File: config.mk
export PLATFORM = sky130hd
export DESIGN_NAME = sorted_priority_queue_core
export DESIGN_NICKNAME = d
export VERILOG_FILES = /design/src/hdl/spq_pkg.sv /design/src/hdl/spq_store.sv /design/src/hdl/spq_seq.sv /design/src/hdl/sorted_priority_queue_core.sv
export SDC_FILE = /design/constraint.sdc
export NUM_CORES = 1
export LEC_CHECK = 0
export BUFFER_PORTS_ARGS = -buffer_cell sky130_fd_sc_hd__clkbuf_2
export CAP_MARGIN = 15
export CORE_UTILIZATION = 59
export CTS_CLUSTER_SIZE = 20
export DETAILED_ROUTE_END_ITERATION = 10
export PLACE_DENSITY = 0.76
export SYNTH_ARGS = -nofsm -noshare
export SYNTH_HDL_FRONTEND = slang
export SYNTH_SLANG_ARGS = --single-unit
export TNS_END_PERCENT = 10
File: constraint.sdc
create_clock -name i_clk -period 4.36 [get_ports i_clk]
set_input_delay 0.218 -clock i_clk [delete_from_list [all_inputs] [get_ports i_clk]]
set_output_delay 0.218 -clock i_clk [all_outputs]
set_load 0.02 [all_outputs]
File: src/hdl/spq_pkg.sv
// Shared types and constants for the sorted priority queue.
package spq_pkg;

    localparam int DEPTH          = 16;
    localparam int TAG_WIDTH      = 16;
    localparam int PRIORITY_WIDTH = 4;
    localparam int ADDR_WIDTH     = $clog2(DEPTH);
    localparam int COUNT_WIDTH    = $clog2(DEPTH + 1);

    localparam logic [COUNT_WIDTH-1:0] COUNT_FULL = COUNT_WIDTH'(DEPTH);

    localparam logic ACT_ENQ = 1'b0;
    localparam logic ACT_DEQ = 1'b1;

    localparam logic [1:0] STATUS_OK    = 2'd0;
    localparam logic [1:0] STATUS_FULL  = 2'd1;
    localparam logic [1:0] STATUS_EMPTY = 2'd2;

    typedef struct packed {
        logic                      action;
        logic [TAG_WIDTH-1:0]      tag;
        logic [PRIORITY_WIDTH-1:0] priority_req;
    } t_in_item;

    typedef struct packed {
        logic [1:0]                status;
        logic [TAG_WIDTH-1:0]      out_tag;
        logic [PRIORITY_WIDTH-1:0] out_priority;
    } t_out_item;

    typedef struct packed {
        logic [TAG_WIDTH-1:0]      tag;
        logic [PRIORITY_WIDTH-1:0] pri;
    } t_entry;

    typedef struct packed {
        logic                  en;
        logic [ADDR_WIDTH-1:0] addr;
        t_entry                data;
    } t_wr_req;

endpackage

File: src/hdl/spq_store.sv
// Entry memory: one write port, one registered read port.
module spq_store (
    input  logic                           i_clk,
    input  spq_pkg::t_wr_req               i_wr,
    input  logic [spq_pkg::ADDR_WIDTH-1:0] i_rd_addr,
    output spq_pkg::t_entry                o_rd_data
);

    spq_pkg::t_entry r_mem [spq_pkg::DEPTH];
    spq_pkg::t_entry r_rd_data;

    always_ff @(posedge i_clk) begin
        if (i_wr.en) begin
            r_mem[i_wr.addr] <= i_wr.data;
        end
        r_rd_data <= r_mem[i_rd_addr];
    end

    assign o_rd_data = r_rd_data;

endmodule

File: src/hdl/spq_seq.sv
// Sequencer: insertion walk on enqueue, shift walk on dequeue, one entry per cycle.
module spq_seq (
    input  logic                           i_clk,
    input  logic                           i_rst_n,
    input  logic                           i_in_valid,
    output logic                           o_in_ready,
    input  spq_pkg::t_in_item              i_in,
    output logic                           o_res_valid,
    input  logic                           i_res_ready,
    output spq_pkg::t_out_item             o_res,
    output spq_pkg::t_wr_req               o_wr,
    output logic [spq_pkg::ADDR_WIDTH-1:0] o_rd_addr,
    input  spq_pkg::t_entry                i_rd_data
);

    typedef enum logic [1:0] {
        S_IDLE,
        S_ENQ,
        S_DEQ,
        S_DONE
    } t_state;

    t_state                              r_state, n_state;
    logic [spq_pkg::COUNT_WIDTH-1:0]     r_count, n_count;
    logic [spq_pkg::COUNT_WIDTH-1:0]     r_idx, n_idx;
    logic [spq_pkg::TAG_WIDTH-1:0]       r_tag, n_tag;
    logic [spq_pkg::PRIORITY_WIDTH-1:0]  r_pri, n_pri;
    spq_pkg::t_out_item                  r_res, n_res;

    logic                                accept;
    logic [spq_pkg::COUNT_WIDTH-1:0]     count_m1;
    logic [spq_pkg::COUNT_WIDTH-1:0]     idx_m1;
    logic [spq_pkg::COUNT_WIDTH-1:0]     idx_m2;
    logic [spq_pkg::COUNT_WIDTH-1:0]     idx_p1;

    assign o_in_ready  = (r_state == S_IDLE);
    assign accept      = i_in_valid && o_in_ready;
    assign o_res_valid = (r_state == S_DONE);
    assign o_res       = r_res;

    assign count_m1 = r_count - 1'b1;
    assign idx_m1   = r_idx - 1'b1;
    assign idx_m2   = r_idx - 2'd2;
    assign idx_p1   = r_idx + 1'b1;

    always_comb begin
        n_state   = r_state;
        n_count   = r_count;
        n_idx     = r_idx;
        n_tag     = r_tag;
        n_pri     = r_pri;
        n_res     = r_res;
        o_wr      = '0;
        o_rd_addr = '0;

        case (r_state)
            S_IDLE: begin
                o_rd_addr = (i_in.action == spq_pkg::ACT_DEQ) ? '0
                          : count_m1[spq_pkg::ADDR_WIDTH-1:0];
                if (accept) begin
                    n_tag = i_in.tag;
                    n_pri = i_in.priority_req;
                    n_res = '0;
                    if (i_in.action == spq_pkg::ACT_ENQ) begin
                        if (r_count == spq_pkg::COUNT_FULL) begin
                            n_res.status = spq_pkg::STATUS_FULL;
                            n_state      = S_DONE;
                        end else begin
                            n_idx   = r_count;
                            n_state = S_ENQ;
                        end
                    end else begin
                        if (r_count == '0) begin
                            n_res.status = spq_pkg::STATUS_EMPTY;
                            n_state      = S_DONE;
                        end else begin
                            n_idx   = '0;
                            n_state = S_DEQ;
                        end
                    end
                end
            end
            S_ENQ: begin
                o_rd_addr   = idx_m2[spq_pkg::ADDR_WIDTH-1:0];
                o_wr.en     = 1'b1;
                o_wr.addr   = r_idx[spq_pkg::ADDR_WIDTH-1:0];
                if (r_idx == '0 || i_rd_data.pri >= r_pri) begin
                    o_wr.data.tag = r_tag;
                    o_wr.data.pri = r_pri;
                    n_count       = r_count + 1'b1;
                    n_state       = S_DONE;
                end else begin
                    o_wr.data = i_rd_data;
                    n_idx     = idx_m1;
                end
            end
            S_DEQ: begin
                o_rd_addr = idx_p1[spq_pkg::ADDR_WIDTH-1:0];
                if (r_idx == '0) begin
                    n_res.out_tag      = i_rd_data.tag;
                    n_res.out_priority = i_rd_data.pri;
                end else begin
                    o_wr.en   = 1'b1;
                    o_wr.addr = idx_m1[spq_pkg::ADDR_WIDTH-1:0];
                    o_wr.data = i_rd_data;
                end
                if (r_idx == count_m1) begin
                    n_count = count_m1;
                    n_state = S_DONE;
                end else begin
                    n_idx = idx_p1;
                end
            end
            S_DONE: begin
                if (i_res_ready) begin
                    n_state = S_IDLE;
                end
            end
            default: begin
                n_state = S_IDLE;
            end
        endcase
    end

    always_ff @(posedge i_clk) begin
        if (!i_rst_n) begin
            r_state <= S_IDLE;
            r_count <= '0;
        end else begin
            r_state <= n_state;
            r_count <= n_count;
        end
        r_idx <= n_idx;
        r_tag <= n_tag;
        r_pri <= n_pri;
        r_res <= n_res;
    end

`ifndef SYNTH
    a_count_bound: assert property (@(posedge i_clk) disable iff (!i_rst_n)
        r_count <= spq_pkg::COUNT_FULL)
        else $error("entry count above depth");

    a_enq_room: assert property (@(posedge i_clk) disable iff (!i_rst_n)
        r_state == S_ENQ |-> (r_idx <= r_count && r_count != spq_pkg::COUNT_FULL))
        else $error("insertion walk out of range");

    a_deq_range: assert property (@(posedge i_clk) disable iff (!i_rst_n)
        r_state == S_DEQ |-> r_idx < r_count)
        else $error("shift walk out of range");

    a_full_status: assert property (@(posedge i_clk) disable iff (!i_rst_n)
        (r_state == S_DONE && r_res.status == spq_pkg::STATUS_FULL)
        |-> r_count == spq_pkg::COUNT_FULL)
        else $error("full status with room left");

    a_deq_shrinks: assert property (@(posedge i_clk) disable iff (!i_rst_n)
        (r_state == S_DEQ && n_state == S_DONE) |=> r_count == $past(r_count) - 1'b1)
        else $error("dequeue did not remove one entry");
`endif

endmodule

File: src/hdl/sorted_priority_queue_core.sv
// Sorted-array priority queue, top level with result register.
// The input is ready again in the cycle after the previous result enters the output
// register, so each item waits for the one-entry-per-cycle walk over the entry memory
// (one write port, one registered read port). Reset (i_rst_n low, synchronous) empties the queue.
module sorted_priority_queue_core (
    input  logic               i_clk,
    input  logic               i_rst_n,
    input  logic               i_in_valid,
    output logic               o_in_ready,
    input  spq_pkg::t_in_item  i_in,
    output logic               o_out_valid,
    input  logic               i_out_ready,
    output spq_pkg::t_out_item o_out
);

    spq_pkg::t_wr_req               wr;
    logic [spq_pkg::ADDR_WIDTH-1:0] rd_addr;
    spq_pkg::t_entry                rd_data;
    logic                           res_valid;
    logic                           res_ready;
    spq_pkg::t_out_item             res;

    logic                           r_out_valid;
    spq_pkg::t_out_item             r_out;

    spq_store u_store (
        .i_clk     (i_clk),
        .i_wr      (wr),
        .i_rd_addr (rd_addr),
        .o_rd_data (rd_data)
    );

    spq_seq u_seq (
        .i_clk       (i_clk),
        .i_rst_n     (i_rst_n),
        .i_in_valid  (i_in_valid),
        .o_in_ready  (o_in_ready),
        .i_in        (i_in),
        .o_res_valid (res_valid),
        .i_res_ready (res_ready),
        .o_res       (res),
        .o_wr        (wr),
        .o_rd_addr   (rd_addr),
        .i_rd_data   (rd_data)
    );

    assign res_ready = !r_out_valid || i_out_ready;

    always_ff @(posedge i_clk) begin
        if (!i_rst_n) begin
            r_out_valid <= 1'b0;
        end else if (res_valid && res_ready) begin
            r_out_valid <= 1'b1;
        end else if (i_out_ready) begin
            r_out_valid <= 1'b0;
        end
        if (res_valid && res_ready) begin
            r_out <= res;
        end
    end

    assign o_out_valid = r_out_valid;
    assign o_out       = r_out;

endmodule

Yosys cells after proc, flatten, opt, wreduce, memory -nomap -nowiden
Memory sizes are Yosys's and may differ from the RTL's. A register that Yosys moved wholly into a read port is not among the register bits.
Index checks and enable logic that the tools add are counted.
{"block": "classes", "mul": 0, "n_bitwise": 0, "magnitude_cmp": 1, "n_eq_ne": 14, "shift": 0, "div": 0, "n_reduce_logical": 17, "mux": 33, "addsub": 5}
{"cell": "2-to-1 mux 20 bit", "count": 3}
{"cell": "one-hot mux 25 bit (2 select lines)", "count": 1}
{"cell": "2-to-1 mux 5 bit", "count": 8}
{"cell": "one-hot mux 20 bit (2 select lines)", "count": 1}
{"cell": "2-to-1 mux 25 bit", "count": 1}
{"cell": "2-to-1 mux 2 bit", "count": 8}
{"cell": "one-hot mux 5 bit (3 select lines)", "count": 1}
{"cell": "one-hot mux 4 bit (3 select lines)", "count": 1}
{"cell": "adder 5 x 1 -> 5 bit (second input constant)", "count": 2}
{"cell": "zero test 5 bit", "count": 2}
{"cell": "one-hot mux 5 bit (2 select lines)", "count": 1}
{"cell": "subtractor 5 x 1 -> 5 bit (second input constant)", "count": 2}
{"cell": "inequality test 2 x 1 -> 1 bit (second input constant)", "count": 4}
{"cell": "one-hot mux 2 bit (4 select lines)", "count": 1}
{"cell": "2-to-1 mux 1 bit", "count": 6}
{"cell": "inequality test 2 bit (second input constant)", "count": 3}
{"cell": "inequality test 3 bit (second input constant)", "count": 2}
{"cell": "AND reduction 3 bit", "count": 2}
{"cell": "AND reduction 6 bit", "count": 1}
{"cell": "nonzero test 2 bit", "count": 3}
{"cell": "equality test 5 bit", "count": 1}
{"cell": "equality test 5 bit (second input constant)", "count": 1}
{"cell": "equality test 2 bit (second input constant)", "count": 2}
{"cell": "greater-or-equal comparator 4 bit", "count": 1}
{"cell": "10 further kinds", "count": 12}
{"block": "totals", "mem_bits_rw": 320, "regBits": 77, "word_cells": 83, "romBits": 0, "input_bits": 25, "out_inout_bits": 24, "n_memories": 1, "latch_bits": 0}
{"memory": "u_store.r_mem", "words": 16, "width": 20, "rd": 1, "rd_clocked_by_memory_dff": 1, "wr": 1, "line_no": "spq_store.sv:9", "rtl": "spq_pkg::t_entry r_mem [spq_pkg::DEPTH];"}

Logic depth before layout (Yosys ltp)
Gate-level depths: netlist of the first run.
{"block": "logic_depth", "word_depth": 6, "depth_mapped": 12, "ltp_nobuf": 8}

Modules after synthesis
Synthesis of the first run repeated with hierarchy kept, for this count alone.
{"block": "unflattened", "cells_unflattened": 860, "hier_area_um2": 16435.8}
{"mod": "spq_store", "n_inst": 1, "area_each_um2": 12530.8, "cells_per_inst": 533, "seq_area_each_um2": 10009.6}
{"mod": "spq_seq", "n_inst": 1, "area_each_um2": 3186.8, "cells_per_inst": 300, "seq_area_each_um2": 1551.5}
{"mod": "sorted_priority_queue_core", "n_inst": 1, "area_each_um2": 718.2, "cells_per_inst": 27, "seq_area_each_um2": 680.7}

Least setup slack after synthesis of the first run
No wires, ideal clock.
{"block": "synth_timing", "kind": "register to register", "startpoint": "register u_seq.r_idx[0] in the netlist's numbering", "endpoint": "memory u_store.r_mem[5][0] in the netlist's numbering (enable)", "t_required_ns": 3.963, "arrival_ns": 3.006, "setup_ns": 0.397, "synth_period_minus_slack_ns": 3.403, "stages_incl_launch_ff": 10, "path_buffers": 1, "slack_ns": 0.957, "cell_sequence": "edfxtp_1 -> buf_2 -> inv_1 -> ha_1 -> or4b_4 -> and2_0 -> nand2_1 -> mux2i_1 -> or3_1 -> nor2_1"}
{"block": "synth_via", "elab_chain_len": 5, "elab_cells_between_ends": 6, "classes_between": "add/sub (1); mux (4); reduce/logical (1)"}
{"item": "start: declaration", "line_no": "spq_seq.sv:25", "rtl": "logic [spq_pkg::COUNT_WIDTH-1:0] r_idx, n_idx;"}
{"item": "start signal: assignment", "line_no": "spq_seq.sv:133", "rtl": "r_idx <= n_idx;"}
{"item": "parallel branches: the longest is 2 deep, another holds subtractor 5 x 1 -> 5 bit"}
{"item": "one-hot mux 25 bit (2 select lines) *", "line_no": "spq_seq.sv:56", "rtl": "case (r_state)"}
{"item": "2-to-1 mux 1 bit", "line_no": "spq_store.sv:13", "rtl": "if (i_wr.en) begin"}
{"item": "2-to-1 mux 1 bit (not written as such)", "line_no": "spq_store.sv:14", "rtl": "r_mem[i_wr.addr] <= i_wr.data;"}
{"item": "end: declaration", "line_no": "spq_store.sv:9"}
Mark *: on every way between the ends.

Final worst setup path of the first run
{"block": "layout_timing", "startpoint": "register u_seq.r_idx[0] in the netlist's numbering", "endpoint": "memory u_store.r_mem[5][6] in the netlist's numbering (enable)"}
Same word-level chain as after synthesis.

==> out/metrics.yaml, run 1 <==
clk_pin_slew_ns: 0.06
wl_per_cell_um: 23.8
status: "complete, no violations"
drt_iter0_drc: 1339
root_buffer: "clkbuf_16"
hold_depth: 4
ys_ff_latch: 417
cts_buffer_depth: 3
p_comb_share_pct: 43.7
cts_tree: "done"
drc_errors: 0
period_minus_slack_ns: 3.58
finalWorstSetupSlack_ns: 0.780
worstSkewPairLatency_ns: 0.55
setup_viol: 0
overflow: 0
cts_resized: 0
rsz0062_at_grt: "no"
drt_wl_total_um: 40500
syn_area_um2: 16900
reg2regPathDepth: 9
drv_cap: 0
portBuffers: 48
ys.flop_type: "edfxtp_1"
synth_cell_types: 61
core_um2: 27900
place.gp.congestion: 0.916
die_area_um2: 29300
diodes: 0
dpl_worst_slack_ns: 0.811
synth-edff-count: 389
synth.avg_cell_area_um2: 14.0
ys_warn_count: 0
worst_pin_slew_ns: 1.16
finalSetupTns_ns: 0
fin_cells: 1700
grt_max_degree: 87
syn_inst: 1204
grt_pass1_wl_um: 60200
nFillCells: 1838
num_io_pins: 49
cp_data_arrival_time_ns: 3.82
total_power_mw: 15.6
worstPathMaxFanout: 12
numCtsBuffers: 40
first_global_vias: 10200
min_period_over_period_pct: 82.1
p_switching_mw: 6.28
hold_path.class: "in2reg"
swShare_pct: 40.3
syn2layout_area_growth_pct: 14.2
antenna_found_initial: 0
max_clock_freq_mhz: 279
cp.required_ns: 4.60
num_vias: 10800
vias_per_cell: 6.35
peakVddDrop_mv: 0.698
cp-start-kind: "flip-flop"
crit_type: "reg2reg"
initial_utilization_pct: 60.4
ys_seq_area_share_pct: 72.5
placedCellCount: 1602
hpwlAfterDp_um: 25400
die_x_um: 171
dieHeight_um: 171
dr.pass1.iters: 6
p_per_area_nw_per_um2: 810
fp-row-count: 61
fin_nets: 1332
slew_viol_final: 0
cp-end-kind: "flip-flop"
pwr-share-seq_pct: 34.9
drive_above_1_share_pct: 16.7
hold_violations: 0
h-tree-depth: 2
p_clk_share_pct: 21.4
p_leak_nw: 6.68
synth_async_sr_flop_share_pct: 0
track_usage_pct: 28.1
cts.sinks: 417
ant_nets: 0
synthesis.nets: 1246
finClkSkew_ns: 0.0160
p_int_mw: 9.32
relSlewSlack_pct: 22.1
cell usage after synthesis (all sizes together), types with 16 or more instances:
master  count  area, um2
buf        34        168
dfxtp      28        561
o21ai      31        155
ha         17        213
and2       21        131
edfxtp    389      11700
inv        19       71.3
a22oi      31        233
a211oi     22        165
o22ai      19        119
nor2      116        440
nand2     124        465
nor3       23        115
a21oi      64        328
mux2       22        248
clkbuf     46        173
o22a       16        140
worst max-delay path, stage by stage, from the launching register on:
cell and delay, ns:
edfxtp_1 0.57, inv_1 0.21, ha_1 0.17, or4b_4 0.47, and2_0 0.29, nand2_1 0.10
mux2i_1 0.12, or3_1 0.51, nor2_2 0.53, buf_4 0.31
repair_timing:
item,4_1_cts,5_1_grt
setup buffers,0,0
endpoints found under the hold margin,20,0
hold buffers,20,0
cell families (layout without fill, tap and decap cells):
logic type	after synthesis	after routing	synth area share (%)
flops	417	417	72.5
simple gates	342	342	9.05
compound gates	282	282	11.7
buf+inv	99	217	2.44
mux	27	27	1.76
xor+xnor	20	20	1.20
fa+ha+maj	17	17	1.26
layout make-up:
type | count | area (um2) | share of cell area, %
Sequential cell | 417 | 12200 | 63.5
Clock inverter | 21 | 180 | 0.935
Timing Repair Buffer | 124 | 888 | 4.61
Tap cell | 378 | 473 | 2.45
Multi-Input combinational cell | 688 | 4330 | 22.5
Clock buffer | 53 | 1090 | 5.65
Inverter | 19 | 71.3 | 0.370
sequential cells by signal (all words and copies together) (netlist names):
| register | count |
|---|---|
| u_store.r_mem | 320 |
| o_out_valid | 1 |
| u_seq.r_pri | 4 |
| u_seq.r_tag | 16 |
| o_out | 22 |
| u_seq.r_state | 2 |
| u_seq.r_idx | 5 |
| u_seq.r_count | 5 |
| u_store.o_rd_data | 20 |
| u_seq.o_res | 22 |
cells in the final DEF, fill, tap and decap left out, drive strengths merged, types with 19 or more instances in the layout:
cell type and count:
edfxtp 389, clkbuf 101, and2 21, a22oi 31, o21ai 31, nor2 116
a211oi 22, nor3 23, buf 56, o22ai 19, dlygate4sd3 20, a21oi 64
nand2 124, dfxtp 28, inv 21, mux2 22
worst paths after layout:
kind	slack, ns	startpoint	to
min	0.02	i_out_ready	o_out_valid$_SDFFE_PN0P_
max reg2reg	0.78	u_seq.r_idx[0]$_DFFE_PP_	u_store.r_mem[5][6]$_DFFE_PP_
max	0.78	u_seq.r_idx[0]$_DFFE_PP_	u_store.r_mem[5][6]$_DFFE_PP_
min reg2reg	0.42	u_seq.o_res[3]$_SDFFCE_PP0P_	o_out[3]$_DFFE_PP_
power by group through the flow:
stage / combinational, mW / clock, mW / sequential, mW
finish: 6.82 / 3.33 / 5.45
global route: 7.28 / 3.52 / 5.48
CTS: 6.64 / 3.36 / 5.44
detailed placement: 6.56 / 0 / 5.51
global placement: 6.48 / 0 / 5.50
floorplan: 4.49 / 0 / 5.38
metrics by stage:
stage | utilization (%) | hold slack, ns | area, um2
final | 69.0 | 0.0175 | 19300
after global routing | 69.0 | 0.0580 | 19300
after CTS | 68.9 | 0.0159 | 19200
after detailed placement | 63.6 | 0.397 | 17800
after global placement | 63.5 | 0.397 | 17700
after floorplan | - | 0.317 | 16900
routing by layer:
layer  wire length (um)  GRT usage (%)
met1              15700           38.2
met5                  0              0
met4               1180           9.32
met2              19100           44.9
met3               4490           6.38
No activity file was read; power rests on OpenSTA's default activity.
==> run 2, diff against run 1 <==
--- a/config.mk
+++ b/config.mk
@@ -5,9 +5,10 @@
 export SDC_FILE = /design/constraint.sdc
 export NUM_CORES = 1
 export LEC_CHECK = 0
+export ABC_AREA = 1
 export BUFFER_PORTS_ARGS = -buffer_cell sky130_fd_sc_hd__clkbuf_2
 export CAP_MARGIN = 15
-export CORE_UTILIZATION = 59
+export CORE_UTILIZATION = 56
 export CTS_CLUSTER_SIZE = 20
 export DETAILED_ROUTE_END_ITERATION = 10
 export PLACE_DENSITY = 0.76
==> constraint.sdc (replaced) <==
create_clock -name i_clk -period 3.15 [get_ports i_clk]
set_input_delay 0.1575 -clock i_clk [delete_from_list [all_inputs] [get_ports i_clk]]
set_output_delay 0.1575 -clock i_clk [all_outputs]
set_load 0.02 [all_outputs]
==> run 2 against run 1 <==
Net effect:
- total power increased by 40%
- via count increased by 18%
- highest routed layer unchanged
- critical endpoint is now u_store.r_mem[8][4]$_DFFE_PP_
- maximum frequency increased by 32%
- core utilization decreased by 4.3 points
- worst setup slack got worse by 0.35 ns
==> out/metrics.yaml, run 2 <==
status: "complete, no violations"
syn_inst: 1645  # +37%
hold_path.class: "in2reg"
synth.most_common_cell: "nand2_1"
synth-edff-count: 389  # unchanged
crit_slowest_cell: "o21ai_0"
dieHeight_um: 182  # +6.1%
slew_viol_final: 0  # unchanged
worstPathMaxFanout: 16  # +4
p_switching_mw: 8.87  # +41%
clk_pin_slew_ns: 0.07  # about the same
ys_warn_count: 0  # unchanged
ys_ff_latch: 417  # unchanged
r2r-start: "u_seq.r_idx[0]$_DFFE_PP_"
h-tree-depth: 2  # unchanged
grt_pass1_wl_um: 69300  # +15%
synthesis.nets: 1687  # +35%
syn2layout_area_growth_pct: 13.3
crit_type: "reg2reg"
hold_end: "u_seq.o_res[21]$_SDFFCE_PN0P_"
ys_seq_area_share_pct: 67.7  # -4.8 points
final_common_cell: "nand2_1"
ys.flop_type: "edfxtp_1"
fin_util_pct: 64.7  # -4.3 points
drt_wl_total_um: 45000  # +11%
max_clock_freq_mhz: 368  # +32%
synth_top_area_share_pct: 64.6  # -4.6 points
drt_iter0_drc: 1698  # +27%
antenna_found_initial: 0  # unchanged
cp.required_ns: 3.42  # -1.18 ns
setup_viol: 0  # unchanged
fin_nets: 1768  # +33%
r2r_slack_ns: 0.43  # -0.35 ns
worst_pin_slew_ns: 1.13  # -0.0348 ns
place.gp.congestion: 0.856  # -6.5%
die_x_um: 182  # +6.1%
min_period_over_period_pct: 86.4  # +4.2 points
drv_cap: 0  # unchanged
yosysTopAreaCell: "edfxtp_1"
p_clk_share_pct: 22.5  # +1.1 points
post-cts-setup-buffer-count: 0  # unchanged
initial_utilization_pct: 57.1  # -3.3 points
finalSetupTns_ns: 0  # unchanged
total_power_mw: 21.9  # +40%
final_cell_mix: "403 x nand2_1, 389 x edfxtp_1, 271 x nand3_1, 154 x inv_1, 81 x nor2_1"
crit_path_frequent_cell: "inv_1"
drc_errors: 0  # unchanged
slowest_delay_ns: 0.57  # about the same
drive_above_1_share_pct: 11.6  # -5.1 points
cp_data_arrival_time_ns: 2.99  # -0.83 ns
die_area_um2: 33000  # +13%
grt_max_degree: 58  # -33%
pwr-share-seq_pct: 36.0  # +1.1 points
wl_per_cell_um: 20.8  # -13%
hold_depth: 3  # -1
cts_resized: 0  # unchanged
post_dp_cell_area_um2: 18900  # +6.4%
overflow: 0  # unchanged
track_usage_pct: 27.6  # -0.43 points
cts_buffer_depth: 3  # unchanged
nFillCells: 2285  # +24%
p_comb_share_pct: 41.5  # -2.2 points
largest_reg_flops: 320  # unchanged
diodes: 0  # unchanged
portBuffers: 48  # unchanged
first_global_vias: 12200  # +20%
min_from: "i_in[20]"
root_buffer: "clkbuf_16"
synth_common_cells: "403 x nand2_1, 389 x edfxtp_1, 271 x nand3_1"
rr_endpoint: "u_store.r_mem[8][4]$_DFFE_PP_"
cp_cell_sequence: "inv_1 > ha_1 > nand3_2 > nand2_1 > o22ai_1 > inv_1 > o21ai_0 > nor2_2 > buf_4"
synth_async_sr_flop_share_pct: 0  # unchanged
num_io_pins: 49  # unchanged
synth.avg_cell_area_um2: 11.0  # -22%
period_minus_slack_ns: 2.72  # -0.860 ns
num_vias: 12700  # +18%
synth_cell_types: 35  # -43%
relSlewSlack_pct: 24.7  # +2.6 points
vias_per_cell: 5.87  # -7.5%
cts.sinks: 417  # unchanged
top_register: "u_store.r_mem"
fp-row-count: 65  # +6.6%
worstSkewPairLatency_ns: 0.54  # about the same
syn_area_um2: 18100  # +7.1%
p_int_mw: 13.0  # +39%
finClkSkew_ns: 0.0107  # -0.00528 ns
numCtsBuffers: 41  # +2.5%
cp-end-kind: "flip-flop"
reg2regPathDepth: 9  # unchanged
hold_violations: 0  # unchanged
peakVddDrop_mv: 0.660  # -5.4%
swShare_pct: 40.6  # +0.32 points
core_um2: 31600  # +13%
p_per_area_nw_per_um2: 1070  # +32%
dr.pass1.iters: 6  # unchanged
cts_tree: "done"
synth_area_leaders: "edfxtp_1 65%, nand2_1 8.4%, nand3_1 7.5%"
ant_nets: 0  # unchanged
p_leak_nw: 8.37  # +25%
cp-start-kind: "flip-flop"
hpwlAfterDp_um: 25700  # +1.1%
rsz0062_at_grt: "no"
fin_area_um2: 20500  # +6.3%
## run 2: cell count changes after synthesis, moves of 21 or more
cell,delta
o21ai_1,+30
mux2_2,-22
a21oi_1,-47
inv_1,+136
nand2_1,+279
nor3_1,-23
a22oi_1,-31
nand3_1,+258
clkbuf_1,-21
nand3b_1,+80
## run 2: layout make-up
| type | instances | area [um2] | area share [%] |
|---|---|---|---|
| Clock buffer | 51 | 1110 | 5.44 |
| Timing Repair Buffer | 129 | 1030 | 5.02 |
| Sequential cell | 417 | 12200 | 59.8 |
| Clock inverter | 24 | 234 | 1.14 |
| Inverter | 161 | 607 | 2.96 |
| Multi-Input combinational cell | 976 | 4750 | 23.2 |
| Tap cell | 402 | 503 | 2.46 |
## run 2: power by group through the flow
stage	Sequential [mW]	Combinational [mW]	Clock, mW
CTS	7.83	8.95	4.95
global placement	7.92	8.66	0
finish	7.86	9.07	4.92
floorplan	7.76	6.40	0
global route	7.90	9.97	5.15
detailed placement	7.95	8.84	0
## run 2: layer usage
metal / vias up / wire (um) / GRT usage (%)
li1: 5775 / - / -
met1: 5998 / 17800 / 38.0
met2: 782 / 21000 / 44.8
met3: 131 / 4560 / 3.89
met4: 0 / 1620 / 11.0
met5: - / 0 / 0
## run 2: repair_timing
item                       4_1_cts  5_1_grt
hold endpoints to repair        28        0
hold buffers                    22        0
setup endpoints to repair        0        0
## run 2: critical path: cells and delay by family, from the launching register on
| kind | cells | cell delay [ns] |
|---|---|---|
| AO/OA/AOI/OAI | 2 | 0.82 |
| adder cells (fa/ha/maj) | 1 | 0.23 |
| buffers and inverters | 3 | 0.52 |
| flip-flops | 1 | 0.53 |
| AND/OR/NAND/NOR | 3 | 0.34 |
## run 2: worst max-delay path by stage
stage,start,endpoint,slack (ns),cells past startpoint
floorplan,u_seq.r_state[0]$_SDFFE_PN0P_,u_store.r_mem[10][0]$_DFFE_PP_,0.27,8
finish,u_seq.r_idx[0]$_DFFE_PP_,u_store.r_mem[8][4]$_DFFE_PP_,0.43,9
global placement,u_seq.r_idx[0]$_DFFE_PP_,u_store.o_rd_data[15]$_DFF_P_,0.55,11
CTS,u_seq.r_idx[0]$_DFFE_PP_,u_store.o_rd_data[12]$_DFF_P_,0.47,11
detailed placement,u_seq.r_idx[0]$_DFFE_PP_,u_store.r_mem[12][11]$_DFFE_PP_,0.50,9
global route,u_seq.r_idx[0]$_DFFE_PP_,u_store.o_rd_data[0]$_DFF_P_,0.21,11
## run 2: through the flow
step | hold slack [ns] | instances | setup WS (ns)
4_1_cts | 0.0637 | 2160 | 0.474
3_3_place_gp | 0.335 | 2063 | 0.548
5_1_grt | 0.104 | 2160 | 0.211
2_1_floorplan | 0.256 | 1645 | 0.272
6_report | 0.0696 | 2160 | 0.429
3_5_place_dp | 0.336 | 2063 | 0.499
## run 2: cells by family (layout without fill, tap and decap cells)
| group | Yosys count | after routing | synth area share, % |
|---|---|---|---|
| compound gates | 93 | 93 | 2.87 |
| xor+xnor | 7 | 7 | 0.339 |
| fa+ha+maj | 17 | 17 | 1.18 |
| buf+inv | 252 | 365 | 6.25 |
| flops | 417 | 417 | 67.7 |
| simple gates | 859 | 859 | 21.6 |
